<file path="src/rtl/tdmfd_pkg.sv">
// ----------------------------------------------------------------------------
// tdmfd_pkg
// Shared constants and types of the TDM frame deserializer.
// ----------------------------------------------------------------------------
package tdmfd_pkg;

    localparam int MAX_FRAME_BITS = 512;
    localparam int MAX_CHANNELS   = 8;
    localparam int WORD_BITS      = 64;

    localparam int ADDR_W = $clog2(MAX_FRAME_BITS);
    localparam int CNT_W  = $clog2(MAX_FRAME_BITS + 1);
    localparam int POS_W  = $clog2(WORD_BITS);
    localparam int CH_W   = 3;
    localparam int NCH_W  = 4;
    localparam int ND_W   = 7;

    localparam logic [1:0] REG_CHANNELS  = 2'd0;
    localparam logic [1:0] REG_DATA_BITS = 2'd1;
    localparam logic [1:0] REG_LSB_FIRST = 2'd2;

    localparam logic [NCH_W-1:0] CHANNELS_RESET  = 4'd1;
    localparam logic [ND_W-1:0]  DATA_BITS_RESET = 7'd16;

    typedef enum logic [1:0] {
        KIND_OK       = 2'd0,
        KIND_LENGTH   = 2'd1,
        KIND_SHORT    = 2'd2,
        KIND_OVERFLOW = 2'd3
    } t_kind;

    typedef enum logic [2:0] {
        S_IDLE,
        S_DIV,
        S_CHECK,
        S_RD,
        S_ACC,
        S_EMIT,
        S_ERR,
        S_DONE
    } t_state;

endpackage

</file>
<file path="src/rtl/tdm_frame_deserializer_top.sv">
// ----------------------------------------------------------------------------
// tdm_frame_deserializer_top
// Buffers sampled command/status bits per frame and unpacks channel words at
// each closing frame-sync edge.
// ----------------------------------------------------------------------------
// channel  | handshake                    | payload
// input    | i_in_valid / o_in_ready      | command, status, sync bit
// output   | o_out_valid / i_out_ready    | words, channel, kind, last
// config   | i_cfg_we                     | i_cfg_index, i_cfg_data
//
// a bit that does not close a frame is written to the buffer while a frame is open and
// the buffer has room; a closing edge runs 10 divider steps and a check, then one
// buffer read and one accumulate per data bit of each channel; stalls hold results
// a length or slot-size error follows the check, an overflow skips the divider
// synchronous active-low reset, the bit buffer itself is not cleared
// ----------------------------------------------------------------------------
module tdm_frame_deserializer_top
    import tdmfd_pkg::*;
(
    input  logic                 i_clk,
    input  logic                 i_rst_n,
    input  logic                 i_cfg_we,
    input  logic [1:0]           i_cfg_index,
    input  logic [ND_W-1:0]      i_cfg_data,
    input  logic                 i_in_valid,
    output logic                 o_in_ready,
    input  logic                 i_command_bit,
    input  logic                 i_status_bit,
    input  logic                 i_sync_bit,
    output logic                 o_out_valid,
    input  logic                 i_out_ready,
    output logic [WORD_BITS-1:0] o_command_word,
    output logic [WORD_BITS-1:0] o_status_word,
    output logic [CH_W-1:0]      o_channel_number,
    output logic [1:0]           o_result_kind,
    output logic                 o_last_of_frame
);

    t_state r_state, n_state;

    logic [NCH_W-1:0] r_cfg_nch;
    logic [ND_W-1:0]  r_cfg_nd;
    logic             r_cfg_lsb;

    logic             r_prev_sync;
    logic             r_in_frame;
    logic [CNT_W-1:0] r_count;
    logic             r_overflow;
    logic [1:0]       r_pending;

    logic [1:0]       r_mem [MAX_FRAME_BITS];
    logic [1:0]       r_rd_data;

    logic [CNT_W-1:0] r_quo;
    logic [NCH_W-1:0] r_rem;
    logic [3:0]       r_div_cnt;

    logic [CNT_W-1:0] r_base;
    logic [ND_W-1:0]  r_k;
    logic [POS_W-1:0] r_pos;
    logic [CH_W-1:0]  r_chan;
    logic [WORD_BITS-1:0] r_cmd_acc;
    logic [WORD_BITS-1:0] r_sts_acc;
    t_kind            r_err_kind;

    logic             r_out_valid;
    logic [WORD_BITS-1:0] r_out_cmd;
    logic [WORD_BITS-1:0] r_out_sts;
    logic [CH_W-1:0]  r_out_chan;
    t_kind            r_out_kind;
    logic             r_out_last;

    logic [NCH_W-1:0] w_nch;
    logic [ND_W-1:0]  w_nd;
    logic [POS_W-1:0] w_pos_init;
    logic             w_accept;
    logic             w_edge;
    logic             w_close;
    logic             w_out_load;
    logic             w_last_chan;
    logic             w_bit_done;
    logic [NCH_W:0]   w_trial;
    logic             w_trial_ge;
    logic [ADDR_W-1:0] w_rd_addr;
    logic             w_mem_we;
    logic [ADDR_W-1:0] w_mem_waddr;
    logic [1:0]       w_mem_wdata;

    // clamped configuration
    always_comb begin
        if (r_cfg_nch == '0) begin
            w_nch = NCH_W'(1);
        end else if (r_cfg_nch > NCH_W'(MAX_CHANNELS)) begin
            w_nch = NCH_W'(MAX_CHANNELS);
        end else begin
            w_nch = r_cfg_nch;
        end
        if (r_cfg_nd == '0) begin
            w_nd = ND_W'(1);
        end else if (r_cfg_nd > ND_W'(WORD_BITS)) begin
            w_nd = ND_W'(WORD_BITS);
        end else begin
            w_nd = r_cfg_nd;
        end
    end

    assign w_pos_init  = r_cfg_lsb ? '0 : POS_W'(w_nd - ND_W'(1));
    assign w_accept    = i_in_valid && o_in_ready;
    assign w_edge      = r_prev_sync && !i_sync_bit;
    assign w_close     = w_accept && w_edge && r_in_frame;
    assign w_out_load  = !r_out_valid || i_out_ready;
    assign w_last_chan = ({1'b0, r_chan} == NCH_W'(w_nch - NCH_W'(1)));
    assign w_bit_done  = (r_k == ND_W'(w_nd - ND_W'(1)));
    assign w_trial     = {r_rem, r_quo[CNT_W-1]};
    assign w_trial_ge  = (w_trial >= {1'b0, w_nch});
    assign w_rd_addr   = ADDR_W'(r_base + CNT_W'(r_k));

    // next state
    always_comb begin
        n_state = r_state;
        case (r_state)
            S_IDLE: begin
                if (w_close) begin
                    n_state = r_overflow ? S_ERR : S_DIV;
                end
            end
            S_DIV: begin
                if (r_div_cnt == 4'(CNT_W - 1)) begin
                    n_state = S_CHECK;
                end
            end
            S_CHECK: begin
                if (r_rem != '0 || r_quo < CNT_W'(w_nd)) begin
                    n_state = S_ERR;
                end else begin
                    n_state = S_RD;
                end
            end
            S_RD: begin
                n_state = S_ACC;
            end
            S_ACC: begin
                n_state = w_bit_done ? S_EMIT : S_RD;
            end
            S_EMIT: begin
                if (w_out_load) begin
                    n_state = w_last_chan ? S_DONE : S_RD;
                end
            end
            S_ERR: begin
                if (w_out_load) begin
                    n_state = S_DONE;
                end
            end
            S_DONE: begin
                n_state = S_IDLE;
            end
            default: begin
                n_state = S_IDLE;
            end
        endcase
    end

    // control outputs
    always_comb begin
        o_in_ready  = 1'b0;
        w_mem_we    = 1'b0;
        w_mem_waddr = r_count[ADDR_W-1:0];
        w_mem_wdata = {i_status_bit, i_command_bit};
        case (r_state)
            S_IDLE: begin
                o_in_ready = 1'b1;
                if (w_accept && w_edge && !r_in_frame) begin
                    w_mem_we    = 1'b1;
                    w_mem_waddr = '0;
                end else if (w_accept && !w_edge && r_in_frame &&
                             r_count < CNT_W'(MAX_FRAME_BITS)) begin
                    w_mem_we = 1'b1;
                end
            end
            S_DONE: begin
                w_mem_we    = 1'b1;
                w_mem_waddr = '0;
                w_mem_wdata = r_pending;
            end
            default: begin
                o_in_ready = 1'b0;
            end
        endcase
    end

    // bit buffer
    always_ff @(posedge i_clk) begin
        if (w_mem_we) begin
            r_mem[w_mem_waddr] <= w_mem_wdata;
        end
        if (r_state == S_RD) begin
            r_rd_data <= r_mem[w_rd_addr];
        end
    end

    // control state
    always_ff @(posedge i_clk) begin
        if (!i_rst_n) begin
            r_state     <= S_IDLE;
            r_cfg_nch   <= CHANNELS_RESET;
            r_cfg_nd    <= DATA_BITS_RESET;
            r_cfg_lsb   <= 1'b0;
            r_prev_sync <= 1'b0;
            r_in_frame  <= 1'b0;
            r_count     <= '0;
            r_overflow  <= 1'b0;
            r_out_valid <= 1'b0;
        end else begin
            r_state <= n_state;
            if (i_cfg_we) begin
                case (i_cfg_index)
                    REG_CHANNELS:  r_cfg_nch <= i_cfg_data[NCH_W-1:0];
                    REG_DATA_BITS: r_cfg_nd  <= i_cfg_data;
                    REG_LSB_FIRST: r_cfg_lsb <= i_cfg_data[0];
                    default: begin
                        r_cfg_lsb <= r_cfg_lsb;
                    end
                endcase
            end
            if (w_accept) begin
                r_prev_sync <= i_sync_bit;
                if (w_edge && !r_in_frame) begin
                    r_in_frame <= 1'b1;
                    r_overflow <= 1'b0;
                    r_count    <= CNT_W'(1);
                end else if (!w_edge && r_in_frame) begin
                    if (r_count < CNT_W'(MAX_FRAME_BITS)) begin
                        r_count <= r_count + CNT_W'(1);
                    end else begin
                        r_overflow <= 1'b1;
                    end
                end
            end
            if (r_state == S_DONE) begin
                r_overflow <= 1'b0;
                r_count    <= CNT_W'(1);
            end
            if (((r_state == S_EMIT) || (r_state == S_ERR)) && w_out_load) begin
                r_out_valid <= 1'b1;
            end else if (i_out_ready) begin
                r_out_valid <= 1'b0;
            end
        end
    end

    // datapath
    always_ff @(posedge i_clk) begin
        case (r_state)
            S_IDLE: begin
                if (w_close) begin
                    r_pending  <= {i_status_bit, i_command_bit};
                    r_quo      <= r_count;
                    r_rem      <= '0;
                    r_div_cnt  <= '0;
                    r_err_kind <= KIND_OVERFLOW;
                end
            end
            S_DIV: begin
                r_quo     <= {r_quo[CNT_W-2:0], w_trial_ge};
                r_rem     <= w_trial_ge ? NCH_W'(w_trial - {1'b0, w_nch})
                                        : NCH_W'(w_trial);
                r_div_cnt <= r_div_cnt + 4'd1;
            end
            S_CHECK: begin
                r_err_kind <= (r_rem != '0) ? KIND_LENGTH : KIND_SHORT;
                r_base     <= '0;
                r_k        <= '0;
                r_pos      <= w_pos_init;
                r_chan     <= '0;
                r_cmd_acc  <= '0;
                r_sts_acc  <= '0;
            end
            S_ACC: begin
                r_cmd_acc[r_pos] <= r_rd_data[0];
                r_sts_acc[r_pos] <= r_rd_data[1];
                if (!w_bit_done) begin
                    r_k   <= r_k + ND_W'(1);
                    r_pos <= r_cfg_lsb ? r_pos + POS_W'(1) : r_pos - POS_W'(1);
                end
            end
            S_EMIT: begin
                if (w_out_load) begin
                    r_out_cmd  <= r_cmd_acc;
                    r_out_sts  <= r_sts_acc;
                    r_out_chan <= r_chan;
                    r_out_kind <= KIND_OK;
                    r_out_last <= w_last_chan;
                    r_chan     <= r_chan + CH_W'(1);
                    r_base     <= r_base + r_quo;
                    r_k        <= '0;
                    r_pos      <= w_pos_init;
                    r_cmd_acc  <= '0;
                    r_sts_acc  <= '0;
                end
            end
            S_ERR: begin
                if (w_out_load) begin
                    r_out_cmd  <= '0;
                    r_out_sts  <= '0;
                    r_out_chan <= '0;
                    r_out_kind <= r_err_kind;
                    r_out_last <= 1'b1;
                end
            end
            default: begin
                r_k <= r_k;
            end
        endcase
    end

    assign o_out_valid      = r_out_valid;
    assign o_command_word   = r_out_cmd;
    assign o_status_word    = r_out_sts;
    assign o_channel_number = r_out_chan;
    assign o_result_kind    = r_out_kind;
    assign o_last_of_frame  = r_out_last;

    a_count_bound: assert property (@(posedge i_clk) disable iff (!i_rst_n)
        r_count <= CNT_W'(MAX_FRAME_BITS))
        else $error("bit count beyond buffer size");

    a_overflow_full: assert property (@(posedge i_clk) disable iff (!i_rst_n)
        r_overflow |-> (r_count == CNT_W'(MAX_FRAME_BITS)))
        else $error("overflow flagged with buffer not full");

    a_done_restart: assert property (@(posedge i_clk) disable iff (!i_rst_n)
        (r_state == S_DONE) |=> (r_count == CNT_W'(1) && !r_overflow))
        else $error("next frame not started after close");

    a_last_ends: assert property (@(posedge i_clk) disable iff (!i_rst_n)
        (r_state == S_EMIT && w_out_load && w_last_chan) |=>
        (r_state == S_DONE && r_out_last))
        else $error("last channel did not end the frame");

endmodule

</file>
<file path="config.mk">
export PLATFORM = sky130hd
export DESIGN_NAME = tdm_frame_deserializer_top
export DESIGN_NICKNAME = d
export VERILOG_FILES = /design/src/rtl/tdmfd_pkg.sv /design/src/rtl/tdm_frame_deserializer_top.sv
export SDC_FILE = /design/constraint.sdc
export NUM_CORES = 2
export LEC_CHECK = 0
export ABC_CLOCK_PERIOD_IN_PS = 10600
export CAP_MARGIN = 20
export CORE_MARGIN = 2
export CORE_UTILIZATION = 40
export CTS_CLUSTER_DIAMETER = 40
export CTS_CLUSTER_SIZE = 10
export DETAILED_ROUTE_END_ITERATION = 8
export DONT_BUFFER_PORTS = 1
export PLACE_DENSITY_LB_ADDON = 0.1
export SYNTH_ARGS = -nofsm -noshare
export SYNTH_HDL_FRONTEND = slang
export SYNTH_SLANG_ARGS = --single-unit
</file>
<file path="constraint.sdc">
create_clock -name i_clk -period 10.6 [get_ports i_clk]
set_clock_uncertainty 0.05 [all_clocks]
set_input_delay 1.06 -clock i_clk [delete_from_list [all_inputs] [get_ports i_clk]]
set_output_delay 1.06 -clock i_clk [all_outputs]
set_load 0.01 [all_outputs]
</file>
* Word-level counts from Yosys, hierarchy flattened *
Memory sizes are Yosys's and may differ from the RTL's. A register that Yosys moved wholly into a read port is not among the register bits.
Cells that the tools add are included.

storage, ports and cells
  memories kept = 1
  logic and storage cells = 188
  input port bits = 17
  RAM bits = 1024
  bits in registers = 339
  output and inout bits = 136

memory list
  memory  words  width  rd ports  clocked after memory_dff  wr ports  line                              RTL
  r_mem   512    2      1         1                         1         tdm_frame_deserializer_top.sv:51  logic [1:0] r_mem [MAX_FRAME_BITS];

cells by class
  multiplexer cells = 73
  magnitude comparators = 7
  equal/unequal tests = 18
  reductions and logical operators = 51
  add/subtract/negate cells = 11
  bitwise gates (word level) = 1

operator list
  kind                     count
  $pmux W64 S3             2
  $pmux W64 S2             2
  $mux W64                 3
  $bwmux W64               2
  $mux W10                 5
  $pmux W10 S2             2
  $mux W3                  11
  $mux W7                  4
  $mux W6                  4
  $pmux W3 S8              1
  $pmux W7 S3              1
  $pmux W6 S3              1
  $pmux W9 S2              1
  $reduce_and A2 Y1        9
  $mux W4                  4
  $pmux W4 S2              2
  $reduce_bool A2 Y1       8
  $mux W1                  15
  $reduce_and A3 Y1        5
  $eq A3 B3 Y1 const B     4
  $logic_and A1 B1 Y1      12
  $pmux W3 S2              2
  $add A10 B1 Y10 const B  1
  $add A10 B10 Y10         1
  other kinds (41)         59

* Longest topological paths before layout *
  depth after elaboration = 11
  mapped depth = 14
  mapped depth without buffers = 13

* Least setup slack after synthesis *
No wires, ideal clock.

  kind = in2reg
  start = input i_out_ready
  end = register r_out_chan[0] (netlist: o_channel_number[0]) (enable)
  setup slack = 2.289 ns
  buffers on the path = 0
  arrival = 7.589 ns
  data required time = 9.878 ns
  cell stages on the path = 2
  library setup time = 0.672 ns
  cells stage by stage = nor2b_1 a21oi_1

on the way
  cells in the longest elaborated chain, start to end = 3
  elaborated cells on any way between the ends = 4
  classes of those cells = 2 x eq/ne; 2 x reduce/logical

ends and longest elaborated chain
  element                        line                               RTL
  from (decl)                    tdm_frame_deserializer_top.sv:31   input logic i_out_ready,
  $logic_or A1 B1 Y1 *           tdm_frame_deserializer_top.sv:111  assign w_out_load = !r_out_valid || i_out_ready;
  $ne A2 B2 Y1 (no line)         n/a
  $reduce_and A3 Y1 (no line) *  n/a
  to (signal assigned)           tdm_frame_deserializer_top.sv:291  r_out_chan <= r_chan;
  to (decl)                      tdm_frame_deserializer_top.sv:69   logic [CH_W-1:0] r_out_chan;

Mark *: on every way between the ends. The rest lies on a longest branch, timed or not.
A chain may end at the register's enable or synchronous reset.

* Worst setup path in the final report *
  start = register r_k[0]
  end = register r_rd_data[0], read port of r_mem (data pin)

on the way
  cells in the longest elaborated chain, start to end = 1

ends and longest elaborated chain
  element                 line                               RTL
  from (decl)             tdm_frame_deserializer_top.sv:59   logic [ND_W-1:0] r_k;
  from (signal assigned)  tdm_frame_deserializer_top.sv:283  r_k <= r_k + ND_W'(1);
  from (signal assigned)  tdm_frame_deserializer_top.sv:312  r_k <= r_k;
  $add A9 B7 Y9           tdm_frame_deserializer_top.sv:116  assign w_rd_addr = ADDR_W'(r_base + CNT_W'(r_k));
  to (decl)               tdm_frame_deserializer_top.sv:52   logic [1:0] r_rd_data;

No other way between the ends.

==> metrics.cfg <==
[outcome]
status = finished, final reports clean

[detailed_routing]
antenna_left = 0
avgViaCountPerCell = 5.49
route.detailed.drc = 0
dr_wl_met3_um = 8040
drt-initial-drc-count = 2579
wl_met2_um = 71900
routed_wl_um = 147000
wl_per_cell_um = 25.4
highest_layer = met4
drt-met1-wl_um = 63600
vias = 31759
drt-pass1-iter-count = 5

[layout]
final_cell_mix = edfxtp_1, nor2_1, nand2_1
final_common_cell = edfxtp_1
num_antenna_cells = 0
fin_util_pct = 46.5
area_growth_pct = 15.6
drive_above_1_share_pct = 19.3
fin_nets = 3773

[die]
rows = 139
die_h_um = 384
fp.dieArea_mm2 = 0.147
coreArea_mm2 = 0.143
initial_utilization_pct = 40.2
design.portCount = 153
die_width_um = 384

[placement]
place_congestion = 0.756
io_buffers = 0
post-place-ws_ps = 5200
place_hpwl_um = 81300

[synth]
yosys-top-cells-area = edfxtp_1, mux4_2, nor2_1
netlist_instances = 3705
synth_area_mm2 = 0.0577
synth_nets = 3763
synth-edff-count = 1335
yosysTopAreaCell = edfxtp_1
synth_seq_cells = 1364
yosysWarningCount = 0
avgSynthCellArea_um2 = 15.6
synthDominantCellAreaShare_pct = 69.5
ys_async_sr_fraction_pct = 0
yosysSeqAreaShare_pct = 70.5
synthFlopType = edfxtp_1
ys_types = 72

[timing]
slew_violations = 0
layout_min_cycle_time_ps = 5400
holdWs_ps = 269
rsz0062_at_grt = false
period_share_pct = 51.0
worstMarginPinSlew_ps = 1140
hold_viol = 0
max_slew_margin_pct = 24.1
setup-violations-final = 0
fmax_mhz = 185
fin_ws_ps = 5200
setup_tns_ps = 0

[global_route]
grt_max_degree = 206
overflow = 0
grt_first_pass_wirelength_um = 219000
grt_usage_pct = 20.0
antenna_found_initial = 4
grt_pass1_vias = 32793

[worst_setup_path]
critPathKind = register to register
cp-end-kind = register
crit_arrival_ps = 5920
start_kind = register
timing.rr.start = r_k[0]
rr_endpoint = r_rd_data[0]
ff2ff_setup_slack_ps = 5200
rr_worst_depth = 10
path_max_fanout = 106
crit_path_start = r_k[0]
cp.required_ps = 11120

[power_and_ir_drop]
power.leakage_nw = 21.1
sw_frac_of_total_pct = 34.0
pwr-share-comb_pct = 35.9
p_per_area_mw_per_mm2 = 318
internal-power_mw = 14.0
p_clk_share_pct = 31.9
ir_worst_vdd_uv = 348
p_sw_mw = 7.20
power_frac_seq_pct = 32.2

[cts]
cts_setup_buffers = 0
cts_buffers = 210
cts_tree = yes
clkLatencyLatePin_ps = 820
root_buffer = clkbuf_16
cts_resized = 0
cts.clk_slew.worst_paths_ps = 50
cts_hold_buffers = 0
cts_buffer_depth = 3
cts-htree-levels = 4
cts_sinks = 1364

[worst_hold_path]
whs_path_depth = 1
hold_class = input pin to register
worstHoldEndpoint = r_cfg_nd[4]
worstHoldStart = i_rst_n

[job]
cap_violations = 0

-- registers in the layout (all words and copies together) (netlist names), 6 cells and up --
register and cells:
r_cfg_nd 7, r_quo 10, r_sts_acc 64, r_count 10, r_mem 1024, r_k 7, r_base 9, o_command_word 64
o_status_word 64, r_pos 6, r_cmd_acc 64
-- power groups by stage --
stage / clock network, mW / registers [mW] / logic, mW
final: 6.76 / 6.83 / 7.60
after floorplan: 0 / 6.84 / 5.41
after global placement: 0 / 6.93 / 7.70
after global routing: 7.11 / 6.88 / 8.17
after CTS: 6.89 / 6.83 / 7.74
after detailed placement: 0 / 6.94 / 7.72
-- per-stage QoR --
step	total power [mW]	cells	area, um2
final	21.2	5785	66700
after global routing	22.2	5785	66700
after CTS	21.5	5784	66700
after detailed placement	14.7	5405	59700
after global placement	14.6	5400	59700
after floorplan	12.2	3705	57700
-- how the worst max path moves through the flow --
stage / end / depth (start not counted)
3_5_place_dp: r_rd_data[0] / 10
3_3_place_gp: r_rd_data[0] / 10
6_report: r_rd_data[0] / 10
4_1_cts: r_rd_data[0] / 10
2_1_floorplan: o_channel_number[0] / 2
5_1_grt: r_rd_data[0] / 10
-- area by class of cell --
class,count,area (um2)
well taps,1903,2380
multi-input cells,2049,16000
flip-flops and latches,1364,40700
fillers,12540,76700
clock buffers,241,5410
inverters,27,101
clock inverters,138,1570
repair buffers,63,566
-- synth_stat cells, types with 7 or more instances --
cell / count
inv_1: 26
buf_2: 40
dfxtp_1: 29
ha_1: 37
mux2i_1: 33
nor2b_1: 9
mux2_2: 8
a21oi_1: 163
o22ai_1: 10
nand2_1: 333
mux4_2: 306
a31oi_1: 8
and2_1: 135
xor2_1: 21
buf_6: 10
nand3_1: 131
buf_1: 10
o21a_1: 7
nor3_1: 15
a21o_1: 7
edfxtp_1: 1335
nand3b_1: 8
a211oi_1: 8
buf_4: 16
xnor2_1: 19
nor3b_1: 17
nand2b_1: 9
o21ai_0: 66
nor2_1: 610
clkbuf_1: 187
-- worst max-delay path: stages (launching register included) --
cell,delay (ps)
edfxtp_1,510
ha_4,220
fa_4,1230
buf_12,490
buf_12,510
mux4_2,620
mux4_2,510
a31oi_1,230
nand3_1,150
a211oi_1,300
a211oi_2,70
-- cells by family after synthesis --
kind of cell / after synthesis / synth area share (%)
adders and majority gates: 41 / 0.941
and+or+nand+nor: 1304 / 9.85
buffers and inverters: 292 / 2.24
muxes: 347 / 12.7
xor gates and xnor gates: 41 / 0.635
DFF: 1364 / 70.5
AOI/OAI and AO/OA: 316 / 3.20
-- per-layer routing --
layer	GRT usage (%)	up-vias
met5	0	-
met1	27.2	16463
met2	33.0	947
li1	-	14119
met4	5.66	0
met3	3.66	230
No activity file was read; power rests on OpenSTA's default activity.
